[src/design/tlvf_pkg.sv]
// Shared types and constants for the TLV record type finder.
// No dependencies.
`timescale 1ns / 1ps

package tlvf_pkg;

   localparam int TYPE_BITS     = 6;
   localparam int LEN_CODE_BITS = 2;
   localparam int DATA_LEN_BITS = 24;
   localparam int RSP_OFS_BITS  = 16;
   localparam int RSP_DATA_BITS = 24;   // found + offset + overflow, padded to bytes

   typedef logic [TYPE_BITS-1:0] rec_kind_type;

   typedef struct packed {
      logic                    overflow;
      logic [RSP_OFS_BITS-1:0] match_offset;
      logic                    found;
   } result_type;

endpackage

[src/design/tlv_record_type_finder.sv]
// A result is registered in the output buffer before it appears on rsp_.
// Throughput: one byte per cycle while req_tready is high; the two-entry result
// buffer lets bytes flow while a result waits and drops req_tready once full.
// Reset (synchronous, active high) clears the parse state, position, overflow
// flag, buffered results and wanted_type.
// Top level; depends on tlvf_pkg, tlvf_parser and tlvf_out_buf.
`timescale 1ns / 1ps

module tlv_record_type_finder #(
   parameter int OFFSET_BITS = 16
) (
   input  logic                          clock,
   input  logic                          reset,
   input  logic                          req_tvalid,
   output logic                          req_tready,
   input  logic [7:0]                    req_tdata,   // data_byte
   input  logic                          req_tlast,   // last_byte
   output logic                          rsp_tvalid,
   input  logic                          rsp_tready,
   // found [0], match_offset [16:1], overflow [17], zero pad [23:18]
   output logic [tlvf_pkg::RSP_DATA_BITS-1:0] rsp_tdata,
   input  logic                          csr_valid,
   output logic                          csr_ready,
   input  logic [tlvf_pkg::TYPE_BITS-1:0] csr_data    // wanted_type
);
   import tlvf_pkg::*;

   rec_kind_type wanted_ff, wanted_in;
   logic         req_accept;
   logic         res_valid;
   result_type   res_data;
   result_type   rsp_res;

   assign csr_ready  = 1'b1;
   assign req_accept = req_tvalid & req_tready;
   assign wanted_in  = (csr_valid && csr_ready) ? csr_data : wanted_ff;

   always_ff @(posedge clock) begin
      if (reset) begin
         wanted_ff <= '0;
      end else begin
         wanted_ff <= wanted_in;
      end
   end

   tlvf_parser #(
      .OFFSET_BITS(OFFSET_BITS)
   ) u_parser (
      .clock      (clock),
      .reset      (reset),
      .byte_accept(req_accept),
      .data_byte  (req_tdata),
      .last_byte  (req_tlast),
      .wanted_type(wanted_ff),
      .res_valid  (res_valid),
      .res_data   (res_data)
   );

   tlvf_out_buf u_out_buf (
      .clock    (clock),
      .reset    (reset),
      .in_valid (res_valid),
      .in_data  (res_data),
      .in_ready (req_tready),
      .out_valid(rsp_tvalid),
      .out_data (rsp_res),
      .out_ready(rsp_tready)
   );

   assign rsp_tdata = {{(RSP_DATA_BITS - $bits(result_type)){1'b0}}, rsp_res};

endmodule

[src/design/tlvf_parser.sv]
// Record parser: phase, length and position tracking, one byte per accept.
// Depends on tlvf_pkg.
`timescale 1ns / 1ps

module tlvf_parser #(
   parameter int OFFSET_BITS = 16
) (
   input  logic                 clock,
   input  logic                 reset,
   input  logic                 byte_accept,
   input  logic [7:0]           data_byte,
   input  logic                 last_byte,
   input  tlvf_pkg::rec_kind_type wanted_type,
   output logic                 res_valid,
   output tlvf_pkg::result_type res_data
);
   import tlvf_pkg::*;

   typedef enum logic [1:0] {
      PH_HEADER = 2'd0,
      PH_LENGTH = 2'd1,
      PH_DATA   = 2'd2
   } phase_type;

   phase_type                phase_ff, phase_in;
   logic [LEN_CODE_BITS-1:0] len_left_ff, len_left_in;
   logic [DATA_LEN_BITS-1:0] data_left_ff, data_left_in;
   logic [OFFSET_BITS-1:0]   pos_ff, pos_in;
   logic                     ovf_ff, ovf_in;
   logic                     done_ff, done_in;
   logic [31:0]              pos_wide;
   logic                     hit;

   assign pos_wide = 32'(pos_ff);

   always_comb begin
      phase_in     = phase_ff;
      len_left_in  = len_left_ff;
      data_left_in = data_left_ff;
      pos_in       = pos_ff;
      ovf_in       = ovf_ff;
      done_in      = done_ff;
      hit          = 1'b0;
      res_valid    = 1'b0;
      res_data     = '0;
      if (byte_accept) begin
         if (!done_ff) begin
            unique case (phase_ff)
               PH_LENGTH: begin
                  data_left_in = {data_left_ff[DATA_LEN_BITS-9:0], data_byte};
                  len_left_in  = len_left_ff - 1'b1;
                  if (len_left_in == '0) begin
                     phase_in = (data_left_in == '0) ? PH_HEADER : PH_DATA;
                  end
               end
               PH_DATA: begin
                  data_left_in = data_left_ff - 1'b1;
                  if (data_left_in == '0) begin
                     phase_in = PH_HEADER;
                  end
               end
               default: begin
                  // unused phase code behaves as header
                  if (data_byte[7:2] == wanted_type) begin
                     hit     = 1'b1;
                     done_in = 1'b1;
                  end else if (data_byte[1:0] != '0) begin
                     phase_in     = PH_LENGTH;
                     len_left_in  = data_byte[1:0];
                     data_left_in = '0;
                  end else begin
                     phase_in = PH_HEADER;
                  end
               end
            endcase
            res_valid             = hit | last_byte;
            res_data.found        = hit;
            res_data.match_offset = hit ? pos_wide[RSP_OFS_BITS-1:0] : '0;
            res_data.overflow     = ovf_ff;
         end
         if (last_byte) begin
            phase_in     = PH_HEADER;
            len_left_in  = '0;
            data_left_in = '0;
            pos_in       = '0;
            ovf_in       = 1'b0;
            done_in      = 1'b0;
         end else begin
            if (pos_ff == {OFFSET_BITS{1'b1}}) begin
               ovf_in = 1'b1;
            end
            pos_in = pos_ff + 1'b1;
         end
      end
   end

   always_ff @(posedge clock) begin
      if (reset) begin
         phase_ff     <= PH_HEADER;
         len_left_ff  <= '0;
         data_left_ff <= '0;
         pos_ff       <= '0;
         ovf_ff       <= 1'b0;
         done_ff      <= 1'b0;
      end else begin
         phase_ff     <= phase_in;
         len_left_ff  <= len_left_in;
         data_left_ff <= data_left_in;
         pos_ff       <= pos_in;
         ovf_ff       <= ovf_in;
         done_ff      <= done_in;
      end
   end

endmodule

[src/design/tlvf_out_buf.sv]
// Result register with a skid stage, so the parser keeps taking bytes
// while a result waits. Depends on tlvf_pkg.
`timescale 1ns / 1ps

module tlvf_out_buf (
   input  logic                 clock,
   input  logic                 reset,
   input  logic                 in_valid,
   input  tlvf_pkg::result_type in_data,
   output logic                 in_ready,
   output logic                 out_valid,
   output tlvf_pkg::result_type out_data,
   input  logic                 out_ready
);
   import tlvf_pkg::*;

   logic       main_valid_ff, main_valid_in;
   result_type main_ff, main_in;
   logic       skid_valid_ff, skid_valid_in;
   result_type skid_ff, skid_in;

   assign in_ready  = !skid_valid_ff;
   assign out_valid = main_valid_ff;
   assign out_data  = main_ff;

   always_comb begin
      main_valid_in = main_valid_ff;
      main_in       = main_ff;
      skid_valid_in = skid_valid_ff;
      skid_in       = skid_ff;
      if (out_ready || !main_valid_ff) begin
         if (skid_valid_ff) begin
            main_valid_in = 1'b1;
            main_in       = skid_ff;
            skid_valid_in = 1'b0;
         end else begin
            main_valid_in = in_valid;
            main_in       = in_data;
         end
      end else if (in_valid) begin
         // main is stalled; park the new request's result
         skid_valid_in = 1'b1;
         skid_in       = in_data;
      end
   end

   always_ff @(posedge clock) begin
      if (reset) begin
         main_valid_ff <= 1'b0;
         skid_valid_ff <= 1'b0;
      end else begin
         main_valid_ff <= main_valid_in;
         skid_valid_ff <= skid_valid_in;
      end
      main_ff <= main_in;
      skid_ff <= skid_in;
   end

endmodule
[config.mk]
export PLATFORM = sky130hd
export DESIGN_NAME = tlv_record_type_finder
export DESIGN_NICKNAME = d
export VERILOG_FILES = /design/src/design/tlvf_pkg.sv /design/src/design/tlv_record_type_finder.sv /design/src/design/tlvf_parser.sv /design/src/design/tlvf_out_buf.sv
export SDC_FILE = /design/constraint.sdc
export NUM_CORES = 1
export LEC_CHECK = 0
export ABC_CLOCK_PERIOD_IN_PS = 3850
export BUFFER_PORTS_ARGS = -buffer_cell sky130_fd_sc_hd__buf_2
export CAP_MARGIN = 40
export CORE_AREA = 2 2 129 131
export DETAILED_ROUTE_END_ITERATION = 7
export DIE_AREA = 0 0 131 133
export SYNTH_ARGS = -nofsm -noshare
export SYNTH_HDL_FRONTEND = slang
export SYNTH_SLANG_ARGS = --single-unit
export TNS_END_PERCENT = 30
[constraint.sdc]
create_clock -name clock -period 3.85 [get_ports clock]
set_input_delay 0.5775 -clock clock [delete_from_list [all_inputs] [get_ports clock]]
set_output_delay 0.5775 -clock clock [all_outputs]
set_load 0.01 [all_outputs]
Word-level counts from Yosys, hierarchy flattened --
Index checks and enable logic that the tools add are counted.
Word-level totals: bits in registers 90, bits in latches 0, memory bits (writable) 0, ROM bits 0, input bits 20, output and inout port bits 27, logic and storage cells 82, memories kept 0
Cells by class: $add $sub $neg 3, multipliers 0, div/mod/pow operators 0, order comparisons 0, equal/unequal tests 10, shift-type cells 0, muxes and demuxes 34, bitwise operators 3, reduce and logical (&&, ||, !) cells 17
Operators with widths (count):
- 24-bit 2-to-1 mux | 4
- 18-bit 2-to-1 mux | 3
- 24-bit zero test | 2
- 24-bit one-hot mux with 2 select lines | 1
- 16-bit 2-to-1 mux | 2
- 24-bit by 1-bit subtractor with 24-bit output, second input constant | 1
- 2-bit 2-to-1 mux | 10
- 16-bit by 1-bit adder with 16-bit output, second input constant | 1
- 16-bit == test, second input constant | 1
- 1-bit 2-to-1 mux | 12
- 5-bit AND reduction | 2
- 2-bit one-hot mux with 2 select lines | 2
- 6-bit == test | 1
- 3-bit by 2-bit != test with 1-bit output, second input constant | 2
- 2-bit != test, second input constant | 2
- 4-bit != test, second input constant | 1
- 2-bit AND reduction | 2
- 4-bit AND reduction | 1
- 2-bit nonzero test | 2
- 4-bit nonzero test | 1
- 2-bit OR reduction | 2
- 3-bit != test, second input constant | 1
- 3-bit nonzero test | 1
- 2-bit by 1-bit == test with 1-bit output, second input constant | 1
- 8 further kinds | 9

Depth between registers and ports, before layout --
Gate-level depths: netlist (run 1).
word-level depth 9, mapped depth 10, mapped depth without buffers 9

Cells and area by module --
Synthesis (run 1) repeated with hierarchy kept, for this count alone.
Second synthesis, totals: cells, all modules 491, area, all modules 4895.9 um^2
Modules (own cells, without submodules):
- tlvf_parser | instances 1, cells each 397, area each 3170.5 um^2, seq. area each 920.9 um^2
- tlvf_out_buf | instances 1, cells each 65, area each 1445.1 um^2, seq. area each 1121.1 um^2
- tlv_record_type_finder | instances 1, cells each 29, area each 280.3 um^2, seq. area each 120.1 um^2

Least setup slack after synthesis (run 1) --
OpenSTA, ideal clock, no wires.
path type in2reg, start point input rsp_tready, end point register u_out_buf.skid_ff[0] in the netlist's numbering (enable), setup time 421 ps, arrival time 2572 ps, data required time 3429 ps, slack 857 ps, stages 2, path buffers 0, cells stage by stage nand2b_1 a211oi_1
On the way: word-level cells in the longest chain between the ends 3
RTL lines:
- start, declared | line tlv_record_type_finder.sv:19 | input logic rsp_tready,
- 1-bit logical OR | line tlvf_out_buf.sv:31 | if (out_ready || !main_valid_ff) begin
- 1-bit inverter (no line)
- 2-bit AND reduction (no line)
- end signal, assigned | line tlvf_out_buf.sv:56 | skid_ff <= skid_in;
- end, declared | line tlvf_out_buf.sv:20 | result_type skid_ff, skid_in;
Every way passes these cells. A chain may end at the register's enable or synchronous reset.

Worst setup path after layout (run 1) --
start point register u_parser.data_left_ff[0], end point register u_parser.phase_ff[0]
On the way: word-level cells in the longest chain between the ends 4
RTL lines:
- start, declared | line tlvf_parser.sv:27 | logic [DATA_LEN_BITS-1:0] data_left_ff, data_left_in;
- start signal, assigned | line tlvf_parser.sv:108 | data_left_ff <= data_left_in;
- 24-bit by 1-bit subtractor with 24-bit output | line tlvf_parser.sv:57 | data_left_in = data_left_ff - 1'b1;
- 24-bit zero test | line tlvf_parser.sv:58 | if (data_left_in == '0) begin
- 3-bit by 2-bit != test with 1-bit output (no line)
- 5-bit AND reduction (no line)
- end signal, assigned | line tlvf_parser.sv:106 | phase_ff <= phase_in;
- end, declared | line tlvf_parser.sv:25 | phase_type phase_ff, phase_in;
Every way passes these cells.

==> metrics.txt, run 1 <==
status completed; DIE AREA 17400 sq um; hold path depth 3; Avg Cell Area, Syn 9.51 sq um; postcts setup bufs 0; vias in the first global route 3388; Reg2Reg Depth 9; hold slack 469 ps; total gr overflow 0; power density cells 391 nW/um^2; remaining antenna violation count 0; R2R setup slack 630 ps; Die Ht 133 um; CTS tree done; CP Data Arrival Time 3490 ps; first-pass GRT wire length 17600 um; Placement Setup Slack 669 ps; slowest cell delay on critical path 500 ps; final number of hold-violating endpoints 0; unrepaired setup endpoints after global routing false; Hold WC Path Type input pin to register; layout cells sized above 1 0.144; CP delay by family, top simple AND/OR/NAND/NOR gates; headroom to the max-slew limit 0.539; power consumption 2.08 mW; sequential element share of the synthesized area 0.458; max-slew violation count 0; HPWL Detailed 7410 um; Yosys warning total 0; I/O Pins 47; NetSw 0.468 mW; fmax 311 MHz; max-cap violations 0; Period minus WS final 3220 ps; worst-case clock buffer depth 2; placed inst area 5000 sq um; crit path max fanout 7; setup ws final 631 ps; Starting Density 0.292; #FFs+latches synth 90; CTS Root Cell clkbuf_16; origin of the worst min-delay path csr_data[0]; number of enable flip-flop cells after synthesis 36; Worst Max-Slew Pin Slew 692 ps; worst-skew pair later-pin latency 350 ps; startpoint types register; H-tree depth 3; P&R area growth vs syn 13.0%; FF-to-FF End u_parser.phase_ff[0]$_SDFFE_PP0P_; Crit-path slowest cell or4_1; Num CTS Buffers 9; Post-CTS Resized 0; CTS sink cnt 90; M2 GR Usage 0.196; WL final 10700 um; GR Util met3 0.0372; Reg area 2160 sq um; fill cell count 1659; WL/cell 14.4 um; gpl congestion 0.855; combinational power share 0.055; Setup Skew 7.33 ps; # nets final 543; CP endpoint kind register; largest net degree at the start of global routing 39; most used routing layer met2; cts hold-fix bufs 0; worst path required time 4120 ps; # placed instances 726; initial antenna violation count 0; Die W 131 um; GR Util met1 0.177; Synth Instances 496; RR Startpoint u_parser.data_left_ff[0]$_SDFFE_PP0P_; core area 16200 sq um; maximum vdd ir drop 0.218 mV; Most used DFF post-synth dfxtp_1; most frequent cells in the layout 63 x nor2_1, 54 x dfxtp_1, 39 x buf_2; DR iter-0 viols 258; switch share 0.225; Final Cell Area 5330 sq um; Rows 47; CTS clock-pin slew for the worst setup and hold paths 70 ps; TritonRoute pass-1 iters 5; Buffers & Inverters on Critical Path 1; final period utilization 0.836; vias per inst 4.91; Clk network pwr share 0.461; fin cells 742; Setup CP Type register to register; vias post-DR 3640; FFs w/ async S/R, synth 0; total track usage 0.128; Leak 2.19 nW; DRC Markers 0; critical-path cell list inv_1 -> ha_1 -> nor3b_2 -> nand4_1 -> o21a_1 -> or4_1 -> o311a_1 -> or3_1 -> a21oi_1; Int Pwr 1.62 mW; final design utilization 0.330; number of diodes 0; setup TNS 0 ps; WHS Endpoint wanted_ff[0]$_SDFFE_PP0P_; synthesized area 4720 sq um; IO buf count 39; library cells used by synthesis 61; Final Setup Violations 0; most common cell after layout, fill and taps aside nor2_1; Flop pwr share 0.485; area of the multi-input gates 2250 sq um
==> layout make-up <==
type,instances,share of cell area
clock buffer,9,0.0423
multi-input combinational,355,0.423
sequential,90,0.406
inverter,12,0.00845
tap,220,0.0517
clock inverter,7,0.0185
timing repair buffer,49,0.0507
==> how the worst max path moves through the flow <==
stage / end / cells past startpoint / start / slack (ps)
2_1_floorplan: u_out_buf.skid_ff[0]$_DFFE_PP_ / 2 / rsp_tready / 860
3_3_place_gp: u_parser.phase_ff[1]$_SDFFE_PP0P_ / 9 / u_parser.data_left_ff[0]$_SDFFE_PP0P_ / 760
3_5_place_dp: u_parser.phase_ff[0]$_SDFFE_PP0P_ / 9 / u_parser.data_left_ff[0]$_SDFFE_PP0P_ / 670
4_1_cts: u_parser.phase_ff[0]$_SDFFE_PP0P_ / 9 / u_parser.data_left_ff[0]$_SDFFE_PP0P_ / 650
5_1_grt: u_parser.phase_ff[0]$_SDFFE_PP0P_ / 9 / u_parser.data_left_ff[0]$_SDFFE_PP0P_ / 420
6_report: u_parser.phase_ff[0]$_SDFFE_PP0P_ / 9 / u_parser.data_left_ff[0]$_SDFFE_PP0P_ / 630
==> kinds of logic (layout without fill, tap and decap cells) <==
family                     count (synthesis)  count (layout)  synth area share
DFF                                       90              90             0.458
buffers and inverters                     56              77            0.0690
xor gates and xnor gates                  36              36            0.0669
AOI/OAI and AO/OA                        111             111             0.166
other                                      2               7           0.00159
adders and majority gates                  6               6            0.0159
and+or+nand+nor                          186             186             0.203
muxes                                      9               9            0.0191
==> metal layers <==
metal,vias to the layer above,wire (um)
li1,1799,-
met1,1749,5080
met2,84,4960
met3,8,525
met4,0,114
met5,-,0
==> cell usage after synthesis (all sizes together), types with 3 or more instances <==
cell type / instances / area [sq um]
o32ai: 4 / 35.0
a211oi: 3 / 22.5
a22oi: 22 / 165
o21ai: 24 / 120
inv: 12 / 45.0
nand2: 33 / 124
nor2b: 6 / 37.5
ha: 6 / 75.1
and2: 17 / 106
or2: 4 / 25.0
or4: 5 / 41.3
nor4: 8 / 65.1
nor3: 10 / 50.1
or3: 8 / 51.3
nand3: 6 / 30.0
edfxtp: 36 / 1080
nor3b: 3 / 27.5
xnor2: 21 / 184
a21o: 18 / 135
buf: 13 / 114
a22o: 3 / 26.3
nand4: 10 / 68.8
o22ai: 3 / 18.8
mux2i: 9 / 90.1
a21oi: 13 / 65.1
dfxtp: 54 / 1080
a32oi: 3 / 26.3
nand2b: 3 / 18.8
clkbuf: 31 / 166
xor2: 15 / 131
nor2: 63 / 236
and3: 4 / 25.0
==> registers in the layout (all words and copies together), names as in the netlist <==
register,cells
u_parser.ovf_ff,1
u_parser.done_ff,1
wanted_ff,6
u_out_buf.skid_valid_ff,1
u_out_buf.skid_ff,18
u_out_buf.out_valid,1
u_parser.len_left_ff,2
u_parser.data_left_ff,24
u_parser.pos_ff,16
u_out_buf.out_data,18
u_parser.phase_ff,2
==> power by group through the flow <==
stage          combinational [mW]  clock, mW  sequential, mW
6_report                    0.114      0.959            1.01
5_1_grt                     0.127       1.02            1.01
4_1_cts                     0.115      0.986            1.01
3_5_place_dp                0.114          0            1.03
3_3_place_gp                0.112          0            1.03
2_1_floorplan              0.0768          0            1.03
==> worst reg2reg max path, stage by stage, from the launching register on <==
cell     delay [ps]
dfxtp_1         370
inv_1           100
ha_1            250
nor3b_2         470
nand4_1         350
o21a_1          280
or4_1           500
o311a_1         340
or3_1           360
a21oi_1         150
Note: power is estimated with default switching activity, not from simulation.
==> inputs of run 2 (changes only) <==
- ABC_CLOCK_PERIOD_IN_PS: 3850 -> 3200
- clock period: 3.85 -> 3.2 ns (I/O delays scaled with it)
==> run 2 against run 1 <==
Effect of this change: largest power group unchanged; register-to-register slack worse by 330 ps; global-route usage up 0.48 points; largest cell class unchanged; sequential share of layout area up 0.067 points; final cell count up 0.67%; combinational power up 22%; non-clock buffer count up 5; power up 13%; via count up 2.3%.
==> metrics.txt, run 2 (synthesis gave the netlist of run 1 again) <==
fmax 345 MHz (+11%); first-pass GRT wire length 18300 um (+3.9%); maximum vdd ir drop 0.289 mV (+32%); RR Startpoint u_parser.data_left_ff[1]$_SDFFE_PP0P_; CTS clock-pin slew for the worst setup and hold paths 70 ps (about the same); Crit-path slowest cell or4_1; total gr overflow 0 (unchanged); Critical Path Start u_parser.data_left_ff[1]$_SDFFE_PP0P_; final number of hold-violating endpoints 0 (unchanged); CP Capture Point u_parser.phase_ff[1]$_SDFFE_PP0P_; critical-path cell list inv_1 -> ha_1 -> nor3b_2 -> nand4_1 -> o21a_1 -> or4_1 -> o311a_1 -> or3_1 -> a21oi_1; WL final 10900 um (+2.4%); # placed instances 731 (+0.69%); core area 16200 sq um (unchanged); cts hold-fix bufs 0 (unchanged); I/O Pins 47 (unchanged); most frequent cells in the layout 63 x nor2_1, 54 x dfxtp_1, 39 x buf_2; setup ws final 306 ps (-326 ps); max-slew violation count 0 (unchanged); number of diodes 0 (unchanged); worst path required time 3470 ps (-650 ps); TritonRoute pass-1 iters 5 (unchanged); Period minus WS final 2890 ps (-324 ps); Placement Setup Slack 355 ps (-315 ps); power consumption 2.36 mW (+13%); initial antenna violation count 0 (unchanged); final period utilization 0.905 (+0.0684); IO buf count 39 (unchanged); Leak 2.20 nW (+0.49%); power density cells 444 nW/um^2 (+14%); gpl congestion 0.987 (+15%); DR iter-0 viols 257 (-0.39%); layout cells sized above 1 0.152 (+0.00812); Starting Density 0.292 (unchanged); setup TNS 0 ps (unchanged); postcts setup bufs 0 (unchanged); R2R setup slack 310 ps (-330 ps); DIE AREA 17400 sq um (unchanged); Worst Max-Slew Pin Slew 675 ps (-16.7 ps); Die W 131 um (unchanged); Final Setup Violations 0 (unchanged); headroom to the max-slew limit 0.550 (+0.0111); fin cells 747 (+0.67%); CP Data Arrival Time 3170 ps (-320 ps); max-cap violations 0 (unchanged); # nets final 548 (+0.92%); worst-case clock buffer depth 2 (unchanged); largest reg by FF count u_parser.data_left_ff; HPWL Detailed 7670 um (+3.5%); max reg flops 24 (unchanged); Post-CTS Resized 0 (unchanged); Crit path depth 9 (unchanged); status completed; Reg area 2160 sq um (unchanged); CTS Root Cell clkbuf_16; CP endpoint kind register; remaining antenna violation count 0 (unchanged); area of the multi-input gates 2250 sq um (unchanged); CP delay by family, top simple AND/OR/NAND/NOR gates; P&R area growth vs syn 12.8%; unrepaired setup endpoints after global routing false; WL/cell 14.6 um (+1.7%); Setup Skew 11.2 ps (+3.82 ps); Die Ht 133 um (unchanged); crit path max fanout 6 (-1); vias per inst 4.98 (+1.6%); largest net degree at the start of global routing 39 (unchanged); fill cell count 1678 (+1.1%); most common cell after layout, fill and taps aside nor2_1; slowest cell delay on critical path 510 ps (about the same); CTS sink cnt 90 (unchanged); vias in the first global route 3608 (+6.5%); Buffers & Inverters on Critical Path 1 (unchanged); startpoint types register; worst-skew pair later-pin latency 350 ps (about the same); vias post-DR 3723 (+2.3%); Num CTS Buffers 9 (unchanged); DRC Markers 0 (unchanged); FF-to-FF End u_parser.phase_ff[1]$_SDFFE_PP0P_; total track usage 0.132 (+0.00479); CTS tree done; Hold WC Path Type input pin to register; Reg2Reg Depth 9 (unchanged); H-tree depth 3 (unchanged); Setup CP Type register to register; Rows 47 (unchanged)
## run 2: cell type report
| cell class | count | area share |
|---|---|---|
| well taps | 220 | 0.0517 |
| flip-flops and latches | 90 | 0.406 |
| repair buffers | 54 | 0.0579 |
| inverters | 12 | 0.00847 |
| multi-input cells | 355 | 0.423 |
| clock inverters | 6 | 0.00917 |
| clock buffers | 10 | 0.0430 |
## run 2: routing by layer
layer	GRT usage	part of all wire	wire, um
met5	0	0	0
met3	0.0340	0.053	582
met1	0.179	0.46	5050
met2	0.201	0.46	5040
met4	0.0520	0.024	263
## run 2: tightest hold or removal path: cells and delay by family
family | cells | cell delay, ps
and+or+nand+nor | 1 | 70
buffers and inverters | 1 | 70
muxes | 1 | 50
## run 2: per-stage QoR
step	area (sq um)	util	hold WS (ps)
2_1_floorplan	4730	-	429
3_3_place_gp	5040	0.312	449
3_5_place_dp	5040	0.312	484
4_1_cts	5320	0.329	359
5_1_grt	5320	0.329	386
6_report	5320	0.329	370
## run 2: worst min-delay path by stage
stage,from,to,slack [ps],cells past startpoint
floorplan,u_parser.ovf_ff$_SDFFE_PP0P_,u_parser.ovf_ff$_SDFFE_PP0P_,430,2
global placement,u_parser.ovf_ff$_SDFFE_PP0P_,u_parser.ovf_ff$_SDFFE_PP0P_,450,2
detailed placement,u_parser.ovf_ff$_SDFFE_PP0P_,u_parser.ovf_ff$_SDFFE_PP0P_,480,2
CTS,csr_data[0],wanted_ff[0]$_SDFFE_PP0P_,360,3
global route,csr_data[5],wanted_ff[5]$_SDFFE_PP0P_,390,3
finish,csr_data[0],wanted_ff[0]$_SDFFE_PP0P_,370,3
## run 2: power by group
group	total (mW)	internal [mW]	switching, mW	leakage, nW
Combinational	0.139	0.0502	0.0889	1.22
Clock	1.01	0.538	0.471	0.138
Sequential	1.21	1.20	0.0102	0.841
